File: config.mk
export PLATFORM = sky130hd
export DESIGN_NAME = overlapping_window_ring_controller
export DESIGN_NICKNAME = d
export VERILOG_FILES = /design/src/rtl/core/owrc_pkg.sv /design/src/rtl/core/owrc_queue.sv /design/src/rtl/core/overlapping_window_ring_controller.sv
export SDC_FILE = /design/constraint.sdc
export NUM_CORES = 2
export LEC_CHECK = 0
export ABC_CLOCK_PERIOD_IN_PS = 13320
export BUFFER_PORTS_ARGS = -buffer_cell sky130_fd_sc_hd__buf_2
export CAP_MARGIN = 20
export CORE_MARGIN = 2
export CORE_UTILIZATION = 35
export CTS_BUF_LIST = sky130_fd_sc_hd__clkbuf_8
export CTS_CLUSTER_SIZE = 16
export DETAILED_ROUTE_END_ITERATION = 6
export PLACE_DENSITY = 0.61
export SETUP_SLACK_MARGIN = 0.5
export SLEW_MARGIN = 20
export SYNTH_ARGS = -nofsm -noshare
export SYNTH_HDL_FRONTEND = slang
export SYNTH_SLANG_ARGS = --single-unit
File: constraint.sdc
create_clock -name clk_i -period 13.32 [get_ports clk_i]
set_input_delay 1.332 -clock clk_i [delete_from_list [all_inputs] [get_ports clk_i]]
set_output_delay 1.332 -clock clk_i [all_outputs]
set_load 0.1 [all_outputs]
File: src/rtl/core/owrc_pkg.sv
`timescale 1ns / 1ps

package owrc_pkg;

  localparam int unsigned ADDR_BITS_DEF     = 16;
  localparam int unsigned PENDING_DEPTH_DEF = 32;

  localparam int unsigned ADDR_W    = 16;
  localparam int unsigned CFG_W     = 16;
  localparam int unsigned CFG_IDX_W = 2;
  localparam int unsigned WIR_W     = 13;

  typedef logic [ADDR_W-1:0] addr_t;

  // input modes
  localparam logic [1:0] MODE_DATA   = 2'd0;
  localparam logic [1:0] MODE_WINDOW = 2'd1;
  localparam logic [1:0] MODE_RESET  = 2'd2;

  // register indexes
  localparam logic [CFG_IDX_W-1:0] CFG_WINDOW_LENGTH   = 2'd0;
  localparam logic [CFG_IDX_W-1:0] CFG_OVERLAP_LENGTH  = 2'd1;
  localparam logic [CFG_IDX_W-1:0] CFG_WINDOWS_IN_RING = 2'd2;

  localparam logic [CFG_W-1:0] WINDOW_LENGTH_RST   = 16'd256;
  localparam logic [CFG_W-1:0] OVERLAP_LENGTH_RST  = 16'd0;
  localparam logic [WIR_W-1:0] WINDOWS_IN_RING_RST = 13'd4;
  localparam logic [WIR_W-1:0] MAX_WINDOWS         = 13'd4096;

  typedef enum logic [2:0] {
    KIND_WRITE      = 3'd0,
    KIND_RELEASE    = 3'd1,
    KIND_COPY       = 3'd2,
    KIND_PUSHED     = 3'd3,
    KIND_RESET_DONE = 3'd4,
    KIND_FAULT      = 3'd5
  } kind_e;

  typedef struct packed {
    logic [1:0] mode;
    logic [7:0] data_byte;
    logic [7:0] sync_tag;
    logic       has_sync;
  } in_item_t;

  typedef struct packed {
    logic [2:0]  kind;
    addr_t       address;
    logic [7:0]  write_data;
    logic        window_done;
    logic [31:0] window_number;
    addr_t       window_start;
    logic [7:0]  release_tag;
    addr_t       space_left;
    logic        last;
  } out_item_t;

  // one queued window
  typedef struct packed {
    logic       has_sync;
    logic [7:0] tag;
    addr_t      start;
  } pend_entry_t;

  typedef struct packed {
    logic push;
    logic pop;
    logic clear;
  } q_ctl_t;

endpackage

File: src/rtl/core/owrc_queue.sv
`timescale 1ns / 1ps

module owrc_queue #(
  parameter int unsigned DEPTH = owrc_pkg::PENDING_DEPTH_DEF
) (
  input  logic                       clk_i,
  input  logic                       rst_ni,
  input  owrc_pkg::q_ctl_t           ctl_i,
  input  owrc_pkg::pend_entry_t      wr_entry_i,
  output owrc_pkg::pend_entry_t      head_entry_o,
  output logic [$clog2(DEPTH+1)-1:0] count_o
);

  localparam int unsigned IW = (DEPTH > 1) ? $clog2(DEPTH) : 1;
  localparam int unsigned CW = $clog2(DEPTH + 1);

  owrc_pkg::pend_entry_t mem_q [DEPTH];
  owrc_pkg::pend_entry_t rd_q;
  owrc_pkg::pend_entry_t byp_data_q;
  logic                  byp_q;

  logic [IW-1:0] head_q, head_d, head_nxt, tail;
  logic [CW-1:0] count_q, count_d;
  logic [CW:0]   tail_sum;

  assign tail_sum = (CW+1)'(head_q) + (CW+1)'(count_q);
  assign tail     = (tail_sum >= (CW+1)'(DEPTH)) ? IW'(tail_sum - (CW+1)'(DEPTH))
                                                 : IW'(tail_sum);
  assign head_nxt = (head_q == IW'(DEPTH - 1)) ? '0 : head_q + 1'b1;

  always_comb begin
    head_d  = head_q;
    count_d = count_q;
    if (ctl_i.clear) begin
      head_d  = '0;
      count_d = '0;
    end else begin
      if (ctl_i.pop) begin
        head_d = head_nxt;
      end
      if (ctl_i.push && !ctl_i.pop) begin
        count_d = count_q + 1'b1;
      end else if (ctl_i.pop && !ctl_i.push) begin
        count_d = count_q - 1'b1;
      end
    end
  end

  always_ff @(posedge clk_i or negedge rst_ni) begin
    if (!rst_ni) begin
      head_q  <= '0;
      count_q <= '0;
      byp_q   <= 1'b0;
    end else begin
      head_q  <= head_d;
      count_q <= count_d;
      byp_q   <= ctl_i.push && (tail == head_d);
    end
  end

  // read port always follows the next head; a write to that entry is forwarded
  always_ff @(posedge clk_i) begin
    if (ctl_i.push) begin
      mem_q[tail] <= wr_entry_i;
    end
    rd_q       <= mem_q[head_d];
    byp_data_q <= wr_entry_i;
  end

  assign head_entry_o = byp_q ? byp_data_q : rd_q;
  assign count_o      = count_q;

endmodule

File: src/rtl/core/overlapping_window_ring_controller.sv
`timescale 1ns / 1ps
// Data byte push: result registered in the cycle after the transfer, one item per cycle
// while the output is not stalled. Window push: queued, then queued windows are released
// (queue memory read port, one entry per cycle, held while a tagged release waits for the
// output), plus the overlap copy on a wrap, then the result. Reset item: queued windows
// drained, then the reset-done result. After rst_ni and every register write, CALC1 to CALC3
// compute the capacity (one multiply, stalled input); pointers cleared, whole ring free.
module overlapping_window_ring_controller #(
  parameter int unsigned ADDR_BITS     = owrc_pkg::ADDR_BITS_DEF,
  parameter int unsigned PENDING_DEPTH = owrc_pkg::PENDING_DEPTH_DEF
) (
  input  logic                                clk_i,
  input  logic                                rst_ni,
  input  logic                                in_valid_i,
  output logic                                in_stall_o,
  input  owrc_pkg::in_item_t                  in_item_i,
  output logic                                out_valid_o,
  input  logic                                out_stall_i,
  output owrc_pkg::out_item_t                 out_item_o,
  input  logic                                cfg_we_i,
  input  logic [owrc_pkg::CFG_IDX_W-1:0]      cfg_index_i,
  input  logic [owrc_pkg::CFG_W-1:0]          cfg_data_i
);

  localparam int unsigned PW    = ADDR_BITS + 1;
  localparam int unsigned CW    = $clog2(PENDING_DEPTH + 1);
  localparam int unsigned CAP_W = (ADDR_BITS + 2 > 30) ? ADDR_BITS + 2 : 30;
  localparam logic [CAP_W-1:0] CAP_LIMIT = CAP_W'(1) << ADDR_BITS;

  localparam logic [2:0] ST_CALC1 = 3'd0;
  localparam logic [2:0] ST_CALC2 = 3'd1;
  localparam logic [2:0] ST_CALC3 = 3'd2;
  localparam logic [2:0] ST_IDLE  = 3'd3;
  localparam logic [2:0] ST_WRAP  = 3'd4;
  localparam logic [2:0] ST_REL   = 3'd5;
  localparam logic [2:0] ST_DRAIN = 3'd6;

  // configuration
  logic [owrc_pkg::CFG_W-1:0] wl_q, ol_q;
  logic [owrc_pkg::WIR_W-1:0] wir_q;
  logic                       cfg_hit;

  // derived geometry
  logic [28:0]      prod_q;
  logic             neg_q;
  logic [CAP_W-1:0] cap_wide;
  logic [PW-1:0]    cap_q, wl_x_q, ol_x_q, s_q, cap_m_ol_q, cap_m_wl_q;
  logic             cfg_ok_q;
  logic [owrc_pkg::WIR_W-1:0] n_windows;
  logic [owrc_pkg::CFG_W-1:0] len_diff;

  // pointers
  logic [2:0]           st_q, st_d;
  logic [PW-1:0]        dt_q, dt_d, wt_q, wt_d, end_q, end_d, ft_q, ft_d;
  logic [31:0]          cnt_q, cnt_d;
  owrc_pkg::addr_t      start_q, start_d;

  // queue
  owrc_pkg::q_ctl_t      q_ctl;
  owrc_pkg::pend_entry_t q_wr, head_entry;
  logic [CW-1:0]         q_count;

  // output stage
  logic                 out_valid_q;
  owrc_pkg::out_item_t  out_q, res, rel_item;
  logic                 emit, out_free, in_acc, rel_step;

  logic          inv_ok, base_fault, item_fault;
  logic [PW-1:0] ft_step, ft_rel, wr_avail, wr_room, sp_avail, sp_room;

  always_comb begin
    cfg_hit = 1'b0;
    if (cfg_we_i) begin
      case (cfg_index_i)
        owrc_pkg::CFG_WINDOW_LENGTH,
        owrc_pkg::CFG_OVERLAP_LENGTH,
        owrc_pkg::CFG_WINDOWS_IN_RING: cfg_hit = 1'b1;
        default:                       cfg_hit = 1'b0;
      endcase
    end
  end

  always_ff @(posedge clk_i or negedge rst_ni) begin
    if (!rst_ni) begin
      wl_q  <= owrc_pkg::WINDOW_LENGTH_RST;
      ol_q  <= owrc_pkg::OVERLAP_LENGTH_RST;
      wir_q <= owrc_pkg::WINDOWS_IN_RING_RST;
    end else if (cfg_we_i) begin
      case (cfg_index_i)
        owrc_pkg::CFG_WINDOW_LENGTH:   wl_q  <= cfg_data_i;
        owrc_pkg::CFG_OVERLAP_LENGTH:  ol_q  <= cfg_data_i;
        owrc_pkg::CFG_WINDOWS_IN_RING: wir_q <= owrc_pkg::WIR_W'(cfg_data_i);
        default: ;
      endcase
    end
  end

  // capacity = wl + (wir - 1) * (wl - ol); a negative shift is carried as a sign
  assign n_windows = (wir_q == '0) ? '0 : wir_q - 1'b1;
  assign len_diff  = (ol_q > wl_q) ? ol_q - wl_q : wl_q - ol_q;
  assign cap_wide  = CAP_W'(wl_q) + (neg_q ? CAP_W'(0) - CAP_W'(prod_q) : CAP_W'(prod_q));

  always_ff @(posedge clk_i) begin
    case (st_q)
      ST_CALC1: begin
        prod_q <= n_windows * len_diff;
        neg_q  <= ol_q > wl_q;
      end
      ST_CALC2: begin
        cap_q  <= PW'(cap_wide);
        wl_x_q <= PW'(wl_q);
        ol_x_q <= PW'(ol_q);
        s_q    <= PW'(wl_q) - PW'(ol_q);
      end
      ST_CALC3: begin
        cap_m_ol_q <= cap_q - ol_x_q;
        cap_m_wl_q <= cap_q - wl_x_q;
      end
      default: ;
    endcase
  end

  always_ff @(posedge clk_i or negedge rst_ni) begin
    if (!rst_ni) begin
      cfg_ok_q <= 1'b0;
    end else if (st_q == ST_CALC2) begin
      cfg_ok_q <= (wl_q != '0) && (ol_q < wl_q) && (wir_q != '0) &&
                  (wir_q <= owrc_pkg::MAX_WINDOWS) && (cap_wide <= CAP_LIMIT);
    end
  end

  owrc_queue #(
    .DEPTH (PENDING_DEPTH)
  ) u_queue (
    .clk_i        (clk_i),
    .rst_ni       (rst_ni),
    .ctl_i        (q_ctl),
    .wr_entry_i   (q_wr),
    .head_entry_o (head_entry),
    .count_o      (q_count)
  );

  assign out_free   = !out_valid_q || !out_stall_i;
  assign in_stall_o = (st_q != ST_IDLE) || !out_free;
  assign in_acc     = in_valid_i && !in_stall_o;

  assign inv_ok = !(dt_q > cap_q) && !(ft_q < s_q) && !(ft_q > cap_q) &&
                  !(wt_q > cap_m_wl_q) && !(dt_q > ft_q);
  assign base_fault = !cfg_ok_q || !inv_ok;

  always_comb begin
    case (in_item_i.mode)
      owrc_pkg::MODE_RESET:  item_fault = 1'b0;
      owrc_pkg::MODE_DATA:   item_fault = base_fault || (dt_q >= ft_q) || (dt_q >= end_q);
      owrc_pkg::MODE_WINDOW: item_fault = base_fault || (q_count >= CW'(PENDING_DEPTH));
      default:               item_fault = 1'b1;
    endcase
  end

  // free top after one release; the last window of the ring frees everything
  assign ft_step = ft_q + s_q;
  assign ft_rel  = (ft_step == cap_m_ol_q) ? cap_q : ft_step;

  // room after one more byte: a + ~b is a - b - 1
  assign wr_avail = ft_q + ~dt_q;
  assign wr_room  = end_q + ~dt_q;
  assign sp_avail = ft_q - dt_q;
  assign sp_room  = end_q - dt_q;

  assign q_wr.has_sync = in_item_i.has_sync;
  assign q_wr.tag      = in_item_i.sync_tag;
  assign q_wr.start    = owrc_pkg::addr_t'(wt_q);

  always_comb begin
    rel_item               = '0;
    rel_item.kind          = owrc_pkg::KIND_RELEASE;
    rel_item.window_number = cnt_q;
    rel_item.window_start  = head_entry.start;
    rel_item.release_tag   = head_entry.tag;
  end

  always_comb begin
    st_d     = st_q;
    dt_d     = dt_q;
    wt_d     = wt_q;
    end_d    = end_q;
    ft_d     = ft_q;
    cnt_d    = cnt_q;
    start_d  = start_q;
    q_ctl    = '0;
    emit     = 1'b0;
    res      = '0;
    rel_step = 1'b0;
    case (st_q)
      ST_CALC1: st_d = ST_CALC2;
      ST_CALC2: st_d = ST_CALC3;
      ST_CALC3: begin
        ft_d  = cap_q;
        end_d = wl_x_q;
        st_d  = ST_IDLE;
      end
      ST_IDLE: begin
        if (in_acc) begin
          if (item_fault) begin
            emit     = 1'b1;
            res.kind = owrc_pkg::KIND_FAULT;
            res.last = 1'b1;
          end else if (in_item_i.mode == owrc_pkg::MODE_DATA) begin
            emit              = 1'b1;
            res.kind          = owrc_pkg::KIND_WRITE;
            res.address       = owrc_pkg::addr_t'(dt_q);
            res.write_data    = in_item_i.data_byte;
            res.window_done   = (dt_q + PW'(1)) == end_q;
            res.window_number = cnt_q;
            res.window_start  = owrc_pkg::addr_t'(wt_q);
            res.space_left    = owrc_pkg::addr_t'((wr_avail < wr_room) ? wr_avail : wr_room);
            res.last          = 1'b1;
            dt_d              = dt_q + PW'(1);
          end else if (in_item_i.mode == owrc_pkg::MODE_WINDOW) begin
            q_ctl.push = 1'b1;
            start_d    = owrc_pkg::addr_t'(wt_q);
            if (end_q == cap_q) begin
              // ring wraps: tops back to the front
              dt_d  = '0;
              wt_d  = '0;
              end_d = wl_x_q;
              ft_d  = '0;
              st_d  = (ol_x_q != '0) ? ST_WRAP : ST_REL;
            end else begin
              dt_d  = end_q;
              wt_d  = wt_q + s_q;
              end_d = end_q + s_q;
              st_d  = ST_REL;
            end
          end else begin
            st_d = ST_DRAIN;
          end
        end
      end
      ST_WRAP: begin
        if (ft_q <= ol_x_q) begin
          if (!head_entry.has_sync || out_free) begin
            rel_step  = 1'b1;
            q_ctl.pop = 1'b1;
            ft_d      = ft_rel;
            if (head_entry.has_sync) begin
              emit = 1'b1;
              res  = rel_item;
            end
          end
        end else if (out_free) begin
          emit              = 1'b1;
          res.kind          = owrc_pkg::KIND_COPY;
          res.window_number = cnt_q;
          res.window_start  = owrc_pkg::addr_t'(cap_m_ol_q);
          dt_d              = ol_x_q;
          st_d              = ST_REL;
        end
      end
      ST_REL: begin
        if (ft_q < end_q) begin
          if (!head_entry.has_sync || out_free) begin
            rel_step  = 1'b1;
            q_ctl.pop = 1'b1;
            ft_d      = ft_rel;
            if (head_entry.has_sync) begin
              emit = 1'b1;
              res  = rel_item;
            end
          end
        end else if (out_free) begin
          emit              = 1'b1;
          res.kind          = owrc_pkg::KIND_PUSHED;
          res.address       = owrc_pkg::addr_t'(dt_q);
          res.window_number = cnt_q + 32'd1;
          res.window_start  = start_q;
          res.space_left    = owrc_pkg::addr_t'((sp_avail < sp_room) ? sp_avail : sp_room);
          res.last          = 1'b1;
          cnt_d             = cnt_q + 32'd1;
          st_d              = ST_IDLE;
        end
      end
      ST_DRAIN: begin
        if (q_count != '0) begin
          if (!head_entry.has_sync || out_free) begin
            q_ctl.pop = 1'b1;
            if (head_entry.has_sync) begin
              emit = 1'b1;
              res  = rel_item;
            end
          end
        end else if (out_free) begin
          emit        = 1'b1;
          res.kind    = owrc_pkg::KIND_RESET_DONE;
          res.last    = 1'b1;
          dt_d        = '0;
          wt_d        = '0;
          end_d       = wl_x_q;
          ft_d        = cap_q;
          cnt_d       = '0;
          q_ctl.clear = 1'b1;
          st_d        = ST_IDLE;
        end
      end
      default: st_d = ST_IDLE;
    endcase
    // a register write clears the pointers and recomputes the geometry
    if (cfg_hit) begin
      st_d        = ST_CALC1;
      dt_d        = '0;
      wt_d        = '0;
      cnt_d       = '0;
      q_ctl       = '0;
      q_ctl.clear = 1'b1;
    end
  end

  always_ff @(posedge clk_i or negedge rst_ni) begin
    if (!rst_ni) begin
      st_q    <= ST_CALC1;
      dt_q    <= '0;
      wt_q    <= '0;
      end_q   <= '0;
      ft_q    <= '0;
      cnt_q   <= '0;
      start_q <= '0;
    end else begin
      st_q    <= st_d;
      dt_q    <= dt_d;
      wt_q    <= wt_d;
      end_q   <= end_d;
      ft_q    <= ft_d;
      cnt_q   <= cnt_d;
      start_q <= start_d;
    end
  end

  always_ff @(posedge clk_i or negedge rst_ni) begin
    if (!rst_ni) begin
      out_valid_q <= 1'b0;
    end else if (emit) begin
      out_valid_q <= 1'b1;
    end else if (!out_stall_i) begin
      out_valid_q <= 1'b0;
    end
  end

  always_ff @(posedge clk_i) begin
    if (emit) begin
      out_q <= res;
    end
  end

  assign out_valid_o = out_valid_q;
  assign out_item_o  = out_q;

  // the released window must start where the free region ends
  assert property (@(posedge clk_i) disable iff (!rst_ni)
    rel_step |-> (head_entry.start == owrc_pkg::addr_t'(ft_q)))
    else $error("released window start does not match free top");

  assert property (@(posedge clk_i) disable iff (!rst_ni)
    q_ctl.pop |-> (q_count != '0))
    else $error("release from an empty window queue");

  assert property (@(posedge clk_i) disable iff (!rst_ni)
    (emit && res.last && !cfg_hit) |=> (st_q == ST_IDLE))
    else $error("final result of an item left the sequencer busy");

  assert property (@(posedge clk_i) disable iff (!rst_ni)
    cfg_hit |=> in_stall_o)
    else $error("input taken while geometry is being recomputed");

endmodule

==> flow_summary.ini <==
[logic_synthesis]
ys_seq_area_share_pct = 52.15
synthesis.area_mm2 = 0.06983
synth_area_leaders = edfxtp_1 (44%), ha_1 (6.9%), dfrtp_1 (6.3%), fa_1 (4.8%), mux2i_1 (3.3%)
yosysTopAreaCellShare_pct = 44.34
yosysTopAreaCell = edfxtp_1
netlist_instances = 6109
netlist-cell-type-count = 95
synth-seq-cells = 1259
yosysWarnings = 0
syn-num-nets = 6703
synth_edf_count = 1031
synth_flop_cell = edfxtp_1
syn_avg_cell_area_um2 = 11.43
async_reset_ff_share_pct = 14.14

[clocking]
numCtsBuffers = 198
cts_resized = 0
postCtsHoldBufs = 0
clock-root-buffer = clkbuf_8
h-tree-depth = 4
clk_latency_ns = 1.00
post-cts-setup-buffer-count = 0
clockBufferDepth = 3
cts.sinks = 1259
clk_pin_slew_worst_paths_ns = 0.06
cts_tree = done

[timing]
maxSlewViolCount = 0
post-route-period-util_pct = 74.72
hold_viol_final = 0
relSlewSlack_pct = 11.91
min_period_ns = 9.952
rsz0062_at_grt = no
fin_skew_ns = 0.1071
setup_tns_ns = 0
worst_slew_pin_slew_ns = 1.309
setup_violations = 0
clock.fmax_mhz = 100.5

[floorplanning]
die_y_um = 450.7
start_util_pct = 35.30
ios = 145
dieArea_mm2 = 0.2031
core_mm2 = 0.1978
floorplan.rows = 163
die_w_um = 450.7

[worst_setup_path]
path_common_cell = fa_1
critPathTopFamily = compound AO/OA/AOI/OAI gates
cp_data_required_time_ns = 14.00
cp-end-kind = register
cpMaxStageDelayCell = xor2_1
path_class = reg -> reg
cp.buffers_inverters = 5
start_kind = register
crit_fanout = 15
max_stage_delay_ns = 0.81
crit_arrival_ns = 10.63

[hold_path]
min_path_type = in -> async

[drt]
drc = 0
first_pass_iters = 6
viasPerCell = 5.636
drt_wl_total_mm = 222.0
wl_per_cell_um = 24.35
vias = 51370
drtAntennaViolNets = 0
drt_iter0_markers = 5541

[placed_design]
gp_congestion = 0.9481
io_buffers = 144
dp_hpwl_mm = 153.7

[grt]
grt_pass1_wl_mm = 329.2
grt_remaining_overflow = 0
grt_max_degree = 105
first_global_vias = 50510
antenna_found_initial = 10
track_usage_pct = 21.35

[cells_and_area]
utilization_pct = 39.50
post_route_cells_drive_above_1_share_pct = 10.76
synthToLayoutAreaGrowth_pct = 11.90
final_nets = 6891
nFillCells = 19060

[status]
status = finished, final reports clean

[job]
cap_violations = 0
## flip-flops by register name (all words and copies together), names as in the netlist, 17 cells and up
name                count
ft_q                   17
out_item_o            101
cap_m_wl_q             17
u_queue.mem_q         800
cap_m_ol_q             17
dt_q                   17
s_q                    17
end_q                  17
wt_q                   17
cnt_q                  32
cap_q                  17
prod_q                 29
u_queue.byp_data_q     25
u_queue.rd_q           25
## worst paths after layout
path,from,slack (ns),cells after the start,to
max in group asynchronous,rst_ni,10.77,3,start_q[13]
worst max register to register,wl_q[1],3.37,30,prod_q[27]
worst min register to register,ol_q[2],0.51,0,ol_x_q[2]
worst max-delay path,wl_q[1],3.37,30,prod_q[27]
min in group clk_i,ol_q[2],0.51,0,ol_x_q[2]
worst min-delay path,rst_ni,0.40,1,wl_q[9]
## layer usage
| metal | up-vias | global-route usage (%) | share of wire, % |
|---|---|---|---|
| li1 | 23000 | - | - |
| met1 | 25860 | 29.78 | 44 |
| met2 | 2109 | 33.50 | 46 |
| met3 | 398 | 3.447 | 7.2 |
| met4 | 2 | 7.656 | 3.5 |
| met5 | - | 0 | 0.0036 |
## kinds of logic after synthesis
| logic type | count (synthesis) | share of synthesized area [%] |
|---|---|---|
| mux | 290 | 4.259 |
| xor+xnor | 296 | 3.833 |
| buf+inv | 744 | 4.058 |
| simple gates | 1619 | 10.86 |
| compound gates | 1349 | 13.15 |
| fa+ha+maj | 552 | 11.70 |
| flops | 1259 | 52.15 |
## cells in the final DEF (no fill, tap or decap), types with 121 or more instances in the layout
cell type | netlist | routed
inv_1 | 458 | 548
ha_1 | 384 | 384
fa_1 | 168 | 168
a21oi_1 | 226 | 226
nor3_1 | 146 | 144
o22ai_1 | 141 | 141
edfxtp_1 | 1031 | 1031
clkbuf_8 | 0 | 216
mux2i_1 | 233 | 233
dfrtp_1 | 176 | 176
nand3_1 | 142 | 142
nand2_1 | 564 | 563
buf_4 | 2 | 121
nor2_1 | 363 | 324
o21ai_0 | 242 | 239
xnor2_1 | 188 | 188
buf_2 | 21 | 143
## cell usage after synthesis (146+ instances only)
| master | number |
|---|---|
| a21oi_1 | 226 |
| clkbuf_1 | 240 |
| dfrtp_1 | 176 |
| edfxtp_1 | 1031 |
| fa_1 | 168 |
| ha_1 | 384 |
| inv_1 | 458 |
| mux2i_1 | 233 |
| nand2_1 | 564 |
| nor2_1 | 363 |
| nor3_1 | 146 |
| o21ai_0 | 242 |
| xnor2_1 | 188 |
## final cells by class
| cell class | instances | area (um2) | area share, % |
|---|---|---|---|
| sequential | 1259 | 36420 | 46.61 |
| multi-input combinational | 4106 | 30910 | 39.55 |
| tap | 2640 | 3303 | 4.227 |
| clock buffer | 215 | 2959 | 3.787 |
| inverter | 464 | 1754 | 2.245 |
| timing repair buffer | 268 | 1698 | 2.173 |
| clock inverter | 159 | 1091 | 1.396 |
| antenna | 4 | 10.01 | 0.01281 |
## per-stage QoR
| step | hold slack (ns) | setup WS [ns] | std cells | instance area (um2) |
|---|---|---|---|---|
| 3_5_place_dp | 0.4888 | 3.426 | 8735 | 74050 |
| 4_1_cts | 0.3585 | 3.365 | 9109 | 78100 |
| 5_1_grt | 0.4184 | 2.536 | 9114 | 78140 |
| 3_3_place_gp | 0.4721 | 3.639 | 8735 | 74030 |
| 2_1_floorplan | 0.4498 | 4.994 | 6109 | 69830 |
| 6_report | 0.4036 | 3.368 | 9115 | 78140 |
Power is not shown: default switching activity piles up to over one toggle a cycle in this logic, so the estimate is an artifact.
